File: config.mk
export PLATFORM = sky130hd
export DESIGN_NAME = qkc_coef
export DESIGN_NICKNAME = d
export VERILOG_FILES = /design/src/hw/rtl/qkc_pkg.sv /design/src/hw/rtl/qkc_coef.sv
export SDC_FILE = /design/constraint.sdc
export NUM_CORES = 2
export LEC_CHECK = 0
export ABC_AREA = 1
export ABC_CLOCK_PERIOD_IN_PS = 12350
export BUFFER_PORTS_ARGS = -buffer_cell sky130_fd_sc_hd__buf_2
export CAP_MARGIN = 20
export CORE_ASPECT_RATIO = 1.25
export CORE_MARGIN = 2
export CORE_UTILIZATION = 64
export CTS_CLUSTER_SIZE = 12
export DETAILED_ROUTE_END_ITERATION = 10
export GPL_ROUTABILITY_DRIVEN = 1
export GPL_TIMING_DRIVEN = 1
export PLACE_DENSITY = 0.83
export SLEW_MARGIN = 10
export SYNTH_ARGS = -nofsm -noshare
export SYNTH_HDL_FRONTEND = slang
export SYNTH_SLANG_ARGS = --single-unit
File: constraint.sdc
create_clock -name clk -period 12.35 [get_ports clk]
set_clock_uncertainty 0.2 [all_clocks]
set_input_delay 1.8525 -clock clk [delete_from_list [all_inputs] [get_ports clk]]
set_output_delay 1.8525 -clock clk [all_outputs]
set_load 0.005 [all_outputs]
File: src/hw/rtl/qkc_pkg.sv
// Shared package of the quadratic knee soft clipper: constants, types and Q31 arithmetic.
// Used by qkc_coef, quadratic_knee_soft_clipper and the testbench; depends on nothing else.
package qkc_pkg;

    localparam int DATA_W    = 32;
    localparam int LIM_POS_W = 31;
    localparam int CFG_IDX_W = 2;
    localparam int DIV_STEPS = 31;
    localparam int DVS_W     = 12;
    localparam int D_SHIFT   = 24;
    localparam int Q_SHIFT   = 20;

    localparam logic [CFG_IDX_W-1:0] REG_CLIP_MODE = 2'd0;
    localparam logic [CFG_IDX_W-1:0] REG_LIMIT_POS = 2'd1;
    localparam logic [CFG_IDX_W-1:0] REG_LIMIT_NEG = 2'd2;

    localparam logic [1:0] MODE_SYM  = 2'd0;
    localparam logic [1:0] MODE_ASYM = 2'd1;
    localparam logic [1:0] MODE_NORM = 2'd2;

    localparam logic signed [DATA_W-1:0] Q31_MAX       = 32'sh7FFF_FFFF;
    localparam logic signed [DATA_W-1:0] Q31_MIN       = 32'sh8000_0000;
    localparam logic signed [DATA_W-1:0] KNEE_BIAS     = 32'sh00FF_FFFF;
    localparam logic [LIM_POS_W-1:0]     LIM_POS_MAX   = 31'd2130706431;
    localparam logic signed [DATA_W-1:0] LIM_NEG_MIN   = -32'sd2130706431;
    localparam logic [LIM_POS_W-1:0]     RST_LIMIT_POS = 31'h4000_0000;
    localparam logic signed [DATA_W-1:0] RST_LIMIT_NEG = -32'sh4000_0000;

    localparam logic [3:0] SHL_KNEE      = 4'd7;
    localparam logic [3:0] SHL_NORM_KNEE = 4'd11;
    localparam logic [3:0] SHL_NORM_LIN  = 4'd4;

    typedef struct packed {
        logic signed [DATA_W-1:0] a;
        logic signed [DATA_W-1:0] b;
        logic signed [DATA_W-1:0] c;
    } qkc_coef_t;

    typedef struct packed {
        logic                     busy;
        logic [1:0]               mode;
        logic [LIM_POS_W-1:0]     lim_pos;
        logic signed [DATA_W-1:0] lim_neg;
        qkc_coef_t                coef_p;
        qkc_coef_t                coef_n;
        logic signed [DATA_W-1:0] norm;
    } qkc_ctl_t;

    typedef enum logic [3:0] {
        SEQ_START,
        SEQ_DIV_B,
        SEQ_COEF_AB,
        SEQ_MUL_A,
        SEQ_SUB_U,
        SEQ_MUL_C,
        SEQ_STORE,
        SEQ_SUM,
        SEQ_DIV_N,
        SEQ_NORM_FIN,
        SEQ_DONE
    } qkc_seq_t;

    function automatic logic signed [DATA_W-1:0] qmul(
        input logic signed [DATA_W-1:0] p,
        input logic signed [DATA_W-1:0] q
    );
        logic signed [2*DATA_W-1:0] prod;
        prod = p * q;
        if (p == Q31_MIN && q == Q31_MIN) begin
            return Q31_MAX;
        end
        return prod[2*DATA_W-2:DATA_W-1];
    endfunction

    function automatic logic signed [DATA_W-1:0] sat_add(
        input logic signed [DATA_W-1:0] p,
        input logic signed [DATA_W-1:0] q
    );
        logic signed [DATA_W:0] s;
        s = (DATA_W+1)'(p) + (DATA_W+1)'(q);
        if (s[DATA_W] != s[DATA_W-1]) begin
            return s[DATA_W] ? Q31_MIN : Q31_MAX;
        end
        return s[DATA_W-1:0];
    endfunction

    function automatic logic signed [DATA_W-1:0] sat_sub(
        input logic signed [DATA_W-1:0] p,
        input logic signed [DATA_W-1:0] q
    );
        logic signed [DATA_W:0] s;
        s = (DATA_W+1)'(p) - (DATA_W+1)'(q);
        if (s[DATA_W] != s[DATA_W-1]) begin
            return s[DATA_W] ? Q31_MIN : Q31_MAX;
        end
        return s[DATA_W-1:0];
    endfunction

    function automatic logic signed [DATA_W-1:0] sat_neg(
        input logic signed [DATA_W-1:0] p
    );
        return (p == Q31_MIN) ? Q31_MAX : -p;
    endfunction

    function automatic logic signed [DATA_W-1:0] sat_shl(
        input logic signed [DATA_W-1:0] p,
        input logic [3:0]               n
    );
        logic signed [2*DATA_W-1:0] w;
        w = (2*DATA_W)'(p) <<< n;
        if (w[2*DATA_W-1:DATA_W-1] != {(DATA_W+1){w[2*DATA_W-1]}}) begin
            return w[2*DATA_W-1] ? Q31_MIN : Q31_MAX;
        end
        return w[DATA_W-1:0];
    endfunction

endpackage

File: src/hw/rtl/qkc_coef.sv
// Configuration registers and coefficient sequencer of the quadratic knee soft clipper.
// Derives a, b, c for both knees and the normalizing gain with a bit-serial divider.
// Depends on qkc_pkg.
module qkc_coef (
    input  logic                             clk,
    input  logic                             rst_n,
    input  logic                             cfg_wen,
    input  logic [qkc_pkg::CFG_IDX_W-1:0]    cfg_index,
    input  logic [qkc_pkg::DATA_W-1:0]       cfg_wdata,
    output qkc_pkg::qkc_ctl_t                ctl
);

    localparam int CNT_W = $clog2(qkc_pkg::DIV_STEPS);
    localparam int DW    = qkc_pkg::DATA_W;
    localparam int LW    = qkc_pkg::LIM_POS_W;
    localparam int VW    = qkc_pkg::DVS_W;

    qkc_pkg::qkc_seq_t state_reg;
    qkc_pkg::qkc_seq_t state_next;

    logic [1:0]           mode_reg;
    logic [LW-1:0]        lim_pos_reg;
    logic signed [DW-1:0] lim_neg_reg;
    logic                 set_reg;
    logic [CNT_W-1:0]     cnt_reg;
    logic [VW-1:0]        dvs_reg;
    logic [VW-1:0]        rem_reg;
    logic [LW-1:0]        quo_reg;
    logic                 nneg_reg;
    logic signed [DW-1:0] a_reg;
    logic signed [DW-1:0] b_reg;
    logic signed [DW-1:0] c_reg;
    logic signed [DW-1:0] t_reg;
    logic signed [DW-1:0] u_reg;
    logic signed [DW-1:0] norm_reg;
    qkc_pkg::qkc_coef_t   coef_p_reg;
    qkc_pkg::qkc_coef_t   coef_n_reg;

    logic [LW-1:0]        wr_pos;
    logic signed [DW-1:0] wr_neg;
    logic signed [DW-1:0] lim;
    logic [LW-1:0]        gap;
    logic [LW-1:0]        gap_sh;
    logic [VW-1:0]        dvs_b;
    logic signed [DW+1:0] abc;
    logic signed [VW-1:0] qv;
    logic [VW-1:0]        q_abs;
    logic [VW:0]          trial;
    logic [VW:0]          diff;
    logic                 qbit;
    logic signed [DW-1:0] mul_op;
    logic signed [DW-1:0] mul_res;
    logic signed [DW+1:0] u_wide;

    logic busy;
    logic ld_div_b;
    logic ld_div_n;
    logic div_step;
    logic ld_ab;
    logic ld_t;
    logic ld_u;
    logic ld_c;
    logic st_coef;
    logic ld_norm;

    always_comb
    begin
        wr_pos = (cfg_wdata[LW-1:0] > qkc_pkg::LIM_POS_MAX) ? qkc_pkg::LIM_POS_MAX
                                                             : cfg_wdata[LW-1:0];
        wr_neg = $signed(cfg_wdata);
        if (wr_neg > 32'sd0)
        begin
            wr_neg = 32'sd0;
        end
        else if (wr_neg < qkc_pkg::LIM_NEG_MIN)
        begin
            wr_neg = qkc_pkg::LIM_NEG_MIN;
        end
    end

    always_ff @(posedge clk or negedge rst_n)
    begin
        if (!rst_n)
        begin
            mode_reg    <= qkc_pkg::MODE_SYM;
            lim_pos_reg <= qkc_pkg::RST_LIMIT_POS;
            lim_neg_reg <= qkc_pkg::RST_LIMIT_NEG;
        end
        else if (cfg_wen)
        begin
            unique case (cfg_index)
                qkc_pkg::REG_CLIP_MODE: mode_reg    <= cfg_wdata[1:0];
                qkc_pkg::REG_LIMIT_POS: lim_pos_reg <= wr_pos;
                qkc_pkg::REG_LIMIT_NEG: lim_neg_reg <= wr_neg;
                default: ;
            endcase
        end
    end

    always_comb
    begin
        lim    = set_reg ? (32'sd0 - lim_neg_reg) : $signed({1'b0, lim_pos_reg});
        gap    = 31'h7FFF_FFFF - lim[LW-1:0];
        gap_sh = gap >> qkc_pkg::D_SHIFT;
        dvs_b  = gap_sh[VW-1:0];

        abc = (DW+2)'(a_reg) + (DW+2)'(b_reg) + (DW+2)'(c_reg);
        qv  = abc[DW-1:qkc_pkg::Q_SHIFT];
        if (qv[VW-1])
        begin
            q_abs = VW'(-qv);
        end
        else if (qv == '0)
        begin
            q_abs = VW'(1);
        end
        else
        begin
            q_abs = qv;
        end

        trial = {rem_reg, 1'b1};
        diff  = trial - {1'b0, dvs_reg};
        qbit  = !diff[VW];

        mul_op  = (state_reg == qkc_pkg::SEQ_MUL_A) ? a_reg : u_reg;
        mul_res = qkc_pkg::qmul(lim, mul_op);
        u_wide  = (DW+2)'(qkc_pkg::KNEE_BIAS) - (DW+2)'(b_reg) - (DW+2)'(t_reg);
    end

    always_comb
    begin
        state_next = state_reg;
        unique case (state_reg)
            qkc_pkg::SEQ_START:    state_next = qkc_pkg::SEQ_DIV_B;
            qkc_pkg::SEQ_DIV_B:
            begin
                if (cnt_reg == CNT_W'(qkc_pkg::DIV_STEPS - 1))
                begin
                    state_next = qkc_pkg::SEQ_COEF_AB;
                end
            end
            qkc_pkg::SEQ_COEF_AB:  state_next = qkc_pkg::SEQ_MUL_A;
            qkc_pkg::SEQ_MUL_A:    state_next = qkc_pkg::SEQ_SUB_U;
            qkc_pkg::SEQ_SUB_U:    state_next = qkc_pkg::SEQ_MUL_C;
            qkc_pkg::SEQ_MUL_C:    state_next = qkc_pkg::SEQ_STORE;
            qkc_pkg::SEQ_STORE:
                state_next = set_reg ? qkc_pkg::SEQ_DONE : qkc_pkg::SEQ_SUM;
            qkc_pkg::SEQ_SUM:      state_next = qkc_pkg::SEQ_DIV_N;
            qkc_pkg::SEQ_DIV_N:
            begin
                if (cnt_reg == CNT_W'(qkc_pkg::DIV_STEPS - 1))
                begin
                    state_next = qkc_pkg::SEQ_NORM_FIN;
                end
            end
            qkc_pkg::SEQ_NORM_FIN: state_next = qkc_pkg::SEQ_START;
            qkc_pkg::SEQ_DONE:     state_next = qkc_pkg::SEQ_DONE;
            default:               state_next = qkc_pkg::SEQ_START;
        endcase
        if (cfg_wen)
        begin
            state_next = qkc_pkg::SEQ_START;
        end
    end

    always_comb
    begin
        busy     = 1'b1;
        ld_div_b = 1'b0;
        ld_div_n = 1'b0;
        div_step = 1'b0;
        ld_ab    = 1'b0;
        ld_t     = 1'b0;
        ld_u     = 1'b0;
        ld_c     = 1'b0;
        st_coef  = 1'b0;
        ld_norm  = 1'b0;
        unique case (state_reg)
            qkc_pkg::SEQ_START:    ld_div_b = 1'b1;
            qkc_pkg::SEQ_DIV_B:    div_step = 1'b1;
            qkc_pkg::SEQ_COEF_AB:  ld_ab    = 1'b1;
            qkc_pkg::SEQ_MUL_A:    ld_t     = 1'b1;
            qkc_pkg::SEQ_SUB_U:    ld_u     = 1'b1;
            qkc_pkg::SEQ_MUL_C:    ld_c     = 1'b1;
            qkc_pkg::SEQ_STORE:    st_coef  = 1'b1;
            qkc_pkg::SEQ_SUM:      ld_div_n = 1'b1;
            qkc_pkg::SEQ_DIV_N:    div_step = 1'b1;
            qkc_pkg::SEQ_NORM_FIN: ld_norm  = 1'b1;
            qkc_pkg::SEQ_DONE:     busy     = 1'b0;
            default: ;
        endcase
    end

    always_ff @(posedge clk or negedge rst_n)
    begin
        if (!rst_n)
        begin
            state_reg <= qkc_pkg::SEQ_START;
            set_reg   <= 1'b0;
            cnt_reg   <= '0;
        end
        else
        begin
            state_reg <= state_next;
            if (cfg_wen)
            begin
                set_reg <= 1'b0;
            end
            else if (ld_norm)
            begin
                set_reg <= 1'b1;
            end
            if (ld_div_b || ld_div_n)
            begin
                cnt_reg <= '0;
            end
            else if (div_step)
            begin
                cnt_reg <= cnt_reg + CNT_W'(1);
            end
        end
    end

    always_ff @(posedge clk)
    begin
        if (ld_div_b)
        begin
            dvs_reg <= dvs_b;
            rem_reg <= '0;
        end
        if (ld_div_n)
        begin
            dvs_reg  <= q_abs;
            rem_reg  <= '0;
            nneg_reg <= qv[VW-1];
        end
        if (div_step)
        begin
            rem_reg <= qbit ? diff[VW-1:0] : trial[VW-1:0];
            quo_reg <= {quo_reg[LW-2:0], qbit};
        end
        if (ld_ab)
        begin
            b_reg <= $signed({1'b0, quo_reg});
            a_reg <= 32'sd0 - $signed({2'b00, quo_reg[LW-1:1]});
        end
        if (ld_t)
        begin
            t_reg <= mul_res;
        end
        if (ld_u)
        begin
            u_reg <= u_wide[DW-1:0];
        end
        if (ld_c)
        begin
            c_reg <= mul_res;
        end
        if (st_coef)
        begin
            if (set_reg)
            begin
                coef_n_reg <= '{a: a_reg, b: b_reg, c: c_reg};
            end
            else
            begin
                coef_p_reg <= '{a: a_reg, b: b_reg, c: c_reg};
            end
        end
        if (ld_norm)
        begin
            norm_reg <= nneg_reg ? (32'sd0 - $signed({1'b0, quo_reg}))
                                 : $signed({1'b0, quo_reg});
        end
    end

    assign ctl.busy    = busy;
    assign ctl.mode    = mode_reg;
    assign ctl.lim_pos = lim_pos_reg;
    assign ctl.lim_neg = lim_neg_reg;
    assign ctl.coef_p  = coef_p_reg;
    assign ctl.coef_n  = coef_n_reg;
    assign ctl.norm    = norm_reg;

`ifndef NO_ASSERTIONS
    a_wr_restart: assert property (@(posedge clk) disable iff (!rst_n)
        cfg_wen |=> state_reg == qkc_pkg::SEQ_START)
        else $error("A register write did not restart the coefficient sequence.");

    a_div_nonzero: assert property (@(posedge clk) disable iff (!rst_n)
        (state_reg == qkc_pkg::SEQ_DIV_B || state_reg == qkc_pkg::SEQ_DIV_N)
        |-> dvs_reg != '0)
        else $error("The divider runs with a zero divisor.");

    a_lim_range: assert property (@(posedge clk) disable iff (!rst_n)
        lim_pos_reg <= qkc_pkg::LIM_POS_MAX && lim_neg_reg <= 32'sd0
        && lim_neg_reg >= qkc_pkg::LIM_NEG_MIN)
        else $error("A knee limit left its range.");

    a_coef_rel: assert property (@(posedge clk) disable iff (!rst_n)
        state_reg == qkc_pkg::SEQ_DONE
        |-> $signed(coef_p_reg.b) > 32'sd0
            && $signed(coef_p_reg.a) == 32'sd0 - ($signed(coef_p_reg.b) >>> 1))
        else $error("The positive knee coefficients are inconsistent.");
`endif

endmodule

Yosys cells after proc, flatten, opt, wreduce, memory -nomap -nowiden
Index checks and enable logic that the tools add are counted.
{"block": "totals", "regBits": 509, "inputBits": 37, "output_inout_bits": 290, "elab_cells": 109}
{"block": "op_classes", "addsub": 11, "n_mul": 1, "magnitude_cmp": 3, "n_eq_ne": 17, "muxes": 36, "bitwise": 1, "reduce_logical": 17}
{"cell": "$mux W32", "n": 6}
{"cell": "$mux W12", "n": 7}
{"cell": "$eq A32 B32 Y1 const B", "n": 2}
{"cell": "$mul A32 B32 Y63", "n": 1}
{"cell": "$mux W31", "n": 2}
{"cell": "$pmux W4 S10", "n": 1}
{"cell": "$add A31 B32 Y32", "n": 1}
{"cell": "$add A32 B32 Y32", "n": 1}
{"cell": "$gt A32 B1 Y1 const B", "n": 1}
{"cell": "$lt A32 B32 Y1 const B", "n": 1}
{"cell": "$sub A1 B31 Y32 const A", "n": 1}
{"cell": "$sub A1 B32 Y32 const A", "n": 1}
{"cell": "$sub A24 B31 Y32 const A", "n": 1}
{"cell": "$sub A32 B32 Y32", "n": 1}
{"cell": "$gt A31 B31 Y1 const B", "n": 1}
{"cell": "$sub A1 B30 Y31 const A", "n": 1}
{"cell": "$sub A31 B31 Y31 const A", "n": 1}
{"cell": "$eq A4 B3 Y1 const B", "n": 4}
{"cell": "$mux W4", "n": 4}
{"cell": "$mux W1", "n": 13}
{"cell": "$sub A13 B12 Y13", "n": 1}
{"cell": "$eq A4 B4 Y1 const B", "n": 3}
{"cell": "$logic_not A12 Y1", "n": 1}
{"cell": "$neg A12 Y12", "n": 1}
{"cell": "other kinds (19)", "n": 29}

Depth between registers and ports, before layout
{"block": "depth", "ltp_word": 6, "depth_mapped": 42, "mapped_depth_nobuf": 41}

Least setup slack after synthesis
No wires, ideal clock.
{"block": "synth_timing", "path_type": "reg2reg", "start": "reg state_reg[2]", "end": "reg c_reg[26], data pin", "setup_ns": 0.265, "arrival_ns": 8.245, "slack_ns": 3.640, "path_stages_with_launch": 29, "period_less_slack_ns": 8.710, "cell_sequence": "dfrtp_1 -> inv_1 -> nand2_1 -> nor2_4 -> buf_2 -> o21ai_0 -> clkbuf_1 -> inv_1 -> clkbuf_1 -> nand2_1 -> fa_1 -> fa_1 -> fa_1 -> fa_1 -> inv_1 -> fa_1 -> fa_1 -> fa_1 -> fa_1 -> ha_1 -> a21oi_1 -> inv_1 -> a31oi_1 -> o21ai_0 -> nand2_1 -> o21ai_0 -> a211oi_1 -> a21o_1 -> nand3_1"}
{"block": "synth_between", "elab_chain_cells": 6}
{"item": "start: declaration", "line": "qkc_coef.sv:18", "text": "qkc_pkg::qkc_seq_t state_reg;"}
{"item": "start signal: assignment", "line": "qkc_coef.sv:199", "text": "state_reg <= qkc_pkg::SEQ_START;"}
{"item": "start signal: assignment", "line": "qkc_coef.sv:205", "text": "state_reg <= state_next;"}
{"item": "$eq A4 B2 Y1 *", "line": "qkc_coef.sv:126", "text": "mul_op = (state_reg == qkc_pkg::SEQ_MUL_A) ? a_reg : u_reg;"}
{"item": "$mux W32 *", "line": "qkc_coef.sv:126"}
{"item": "parallel branches: the longest is 3 deep, another holds $mul A32 B32 Y63"}
{"item": "$mux W32 *", "line": "qkc_pkg.sv:72", "text": "return prod[2*DATA_W-2:DATA_W-1];"}
{"item": "via mul_res[26]", "line": "qkc_coef.sv:52", "text": "logic signed [DW-1:0] mul_res;"}
{"item": "end signal: assignment", "line": "qkc_coef.sv:258", "text": "c_reg <= mul_res;"}
{"item": "end: declaration", "line": "qkc_coef.sv:32", "text": "logic signed [DW-1:0] c_reg;"}
Mark *: on every way through the listed nets, which the timed path passes.
A chain may end at the register's enable or synchronous reset.

Worst setup path in the final report
{"block": "layout_timing", "start": "reg lim_neg_reg[2]", "end": "reg c_reg[24], data pin"}
{"block": "layout_between", "elab_chain_cells": 6}
{"item": "start: declaration", "line": "qkc_coef.sv:23", "text": "logic signed [DW-1:0] lim_neg_reg;"}
{"item": "start signal: assignment", "line": "qkc_coef.sv:87", "text": "lim_neg_reg <= qkc_pkg::RST_LIMIT_NEG;"}
{"item": "start signal: assignment", "line": "qkc_coef.sv:94", "text": "qkc_pkg::REG_LIMIT_NEG: lim_neg_reg <= wr_neg;"}
{"item": "$sub A1 B32 Y32 *", "line": "qkc_coef.sv:102", "text": "lim = set_reg ? (32'sd0 - lim_neg_reg) : $signed({1'b0, lim_pos_reg});"}
{"item": "$mux W32 *", "line": "qkc_coef.sv:102"}
{"item": "parallel branches: the longest is 3 deep, another holds $mul A32 B32 Y63"}
{"item": "$mux W32 *", "line": "qkc_pkg.sv:72"}
{"item": "via mul_res[24]", "line": "qkc_coef.sv:52"}
Marked as above.

==> out/metrics.csv <==
metric;value;unit
grt_pass1_vias;51700;
syn_avg_cell_area;9.12;um2
worstHoldPathCells;2;
final-setup-viol-count;0;
hold_viol_final;0;
design.die.area;0.0974;mm2
crit_buf_inv;3;
synthTopCellsByArea;fa_1 36%, edfxtp_1 21%, inv_1 9.3%, nand2_1 7.3%, ha_1 5.9%;
status;finished, final reports clean;
dr.pass1.iters;9;
cp_slowest_stage_delay;1.02;ns
synth_edf_count;431;
grt_pass1_wl;303000;um
hp-class;register to register;
root_buffer;clkbuf_16;
synthesis.area;0.0608;mm2
placementRows;126;
rsz0062_at_grt;no;
drt_iter0_markers;5207;
cts_tree;done;
gp_congestion;1.04;
synthArstFlopShare;14.8;%
synth_commonest_cells;1,499 x inv_1, 1,177 x nand2_1, 1,104 x fa_1;
cp.arrival;10.49;ns
worst_pin_slew;1.19;ns
seqCellArea;0.0148;mm2
crit_fanout;24;
hpwlAfterDp;160000;um
clock-sinks;506;
crit_required;12.49;ns
grt_usage;42.1;%
detail_route.wl_per_cell;24.6;um
yosysTopAreaCell;fa_1;
antenna_left;0;
critPathTopFamily;adder cells;
die_height;348;um
path_clk_slew;0.06;ns
start_kind;register;
syn2layout_area_growth;7.44;%
die_width;280;um
drive_above_1_share;8.07;%
cp_slowest_cell;fa_1;
timing.critical_path.mode_cell;fa_1;
htreeDepth;2;
synth.most_common_cell;inv_1;
numCtsBuffers;49;
fin_crit_sh;83.9;%
worst_slack;1.99;ns
vias_per_cell;5.95;
synth_cell_types;55;
grt_max_degree;76;
final-max-slew-violation-count;0;
post-route-min-period;10.36;ns
cts_resized;0;
critical_path_class;register to register;
core_area;0.0943;mm2
grt_overflow;0;
ys_ff_latch;506;
fillers;7262;
endpoint_kind;register;
antenna_found_initial;0;
synth_cells;6662;
initial_core_util;64.4;%
seq_area_frac_synth;24.4;%
ff2ff_path_depth;25;
synthFlopType;edfxtp_1;
post_cts.repair.setup_buffers;0;
io_pins;327;
multi_input_area;0.0394;mm2
clockBufferDepth;3;
cp.depth;25;
slew_headroom;20.4;%
port_buffers;324;
cts_hold_buf;0;
hold_ws;0.301;ns
max_freq;96.5;MHz
synth_warnings;0;
synthDominantCellAreaShare;36.4;%
finalWirelength;200000;um
pre_cts_ws;2.14;ns
route.detailed.drc;0;
totalNegativeSetupSlack;0;ns
largest_reg_flops;186;
maxCapViolCount;0;
final_nets;8346;
vias;48600;
worstSkewPairLatency;0.62;ns
cells in the final DEF, fill, tap and decap left out, drive strengths merged, types with 3 or more instances in the layout:
cell        n
buf       416
edfxtp    431
o21a       22
nor3       41
clkbuf     66
nand2    1181
diode       3
or2         9
a21boi      5
nor4       23
fa       1104
xnor2      43
nand3b      7
a22oi      17
nand3     175
nor2      922
ha        287
o21ai     174
a31oi      13
inv      1513
dfstp       3
o21bai      9
dfrtp      72
nand4      38
a211oi      9
a21oi     183
a21o       15
a2bb2oi     8
xor2       89
clkinv     20
o22ai      25
o211ai      6
final timing paths:
kind                       slack, ns      startpoint           to
max                             1.99  lim_neg_reg[2]    c_reg[24]
max in group asynchronous      10.05           rst_n      set_reg
min reg2reg                     0.30     mode_reg[1]  mode_reg[1]
max reg2reg                     1.99  lim_neg_reg[2]    c_reg[24]
min in group asynchronous       1.19           rst_n  mode_reg[1]
min                             0.30     mode_reg[1]  mode_reg[1]
final cells by class:
| class | count | share of cell area (%) |
|---|---|---|
| Timing Repair Buffer | 416 | 3.61 |
| Clock inverter | 6 | 0.151 |
| Clock buffer | 66 | 2.01 |
| Antenna cell | 3 | 0.0115 |
| Inverter | 1527 | 8.78 |
| Sequential cell | 506 | 22.7 |
| Multi-Input combinational cell | 4418 | 60.4 |
| Tap cell | 1216 | 2.33 |
cells by family after synthesis:
kind of cell / after synthesis / share of synthesized area [%]
simple gates: 2400 / 15.9
buf+inv: 1739 / 10.9
fa+ha+maj: 1391 / 42.3
flops: 506 / 24.4
compound gates: 492 / 4.62
xor+xnor: 132 / 1.90
other cells: 1 / 0.00617
mux: 1 / 0.0185
through the flow:
step / instances / instance area (um2) / util (%)
global placement: 8079 / 63800 / 67.6
detailed placement: 8080 / 63800 / 67.7
finish: 8158 / 65300 / 69.2
global route: 8155 / 65300 / 69.2
floorplan: 6663 / 60800 / -
CTS: 8152 / 65200 / 69.2
metal layers:
| metal | GRT usage [%] | part of all wire [%] | wire, um |
|---|---|---|---|
| met5 | 0 | 0 | 0 |
| met4 | 32.3 | 9.9 | 19700 |
| met3 | 9.58 | 11 | 21800 |
| met2 | 67.6 | 46 | 92100 |
| met1 | 49.4 | 33 | 66600 |
worst register-to-register path: stages (launching register included):
cell     delay [ns]
dfrtp_1        0.44
nor2_1         0.14
nand2_1        0.13
nor2_4         0.21
nand2_1        0.18
o21ai_1        0.28
nand3_2        0.65
nor2_1         0.46
inv_1          0.15
fa_1           0.61
fa_1           0.48
fa_1           1.02
fa_1           0.70
inv_1          0.47
fa_1           0.56
fa_1           0.57
fa_1           0.43
fa_1           0.47
ha_1           0.39
nand2_1        0.15
nor2_1         0.21
inv_1          0.08
nor3_1         0.49
nand3_1        0.32
nand3_1        0.19
nand3_2        0.10
Power is left out: the tool's default activity adds up to more than one toggle a clock period on the data nets, which glitch-free logic cannot reach.
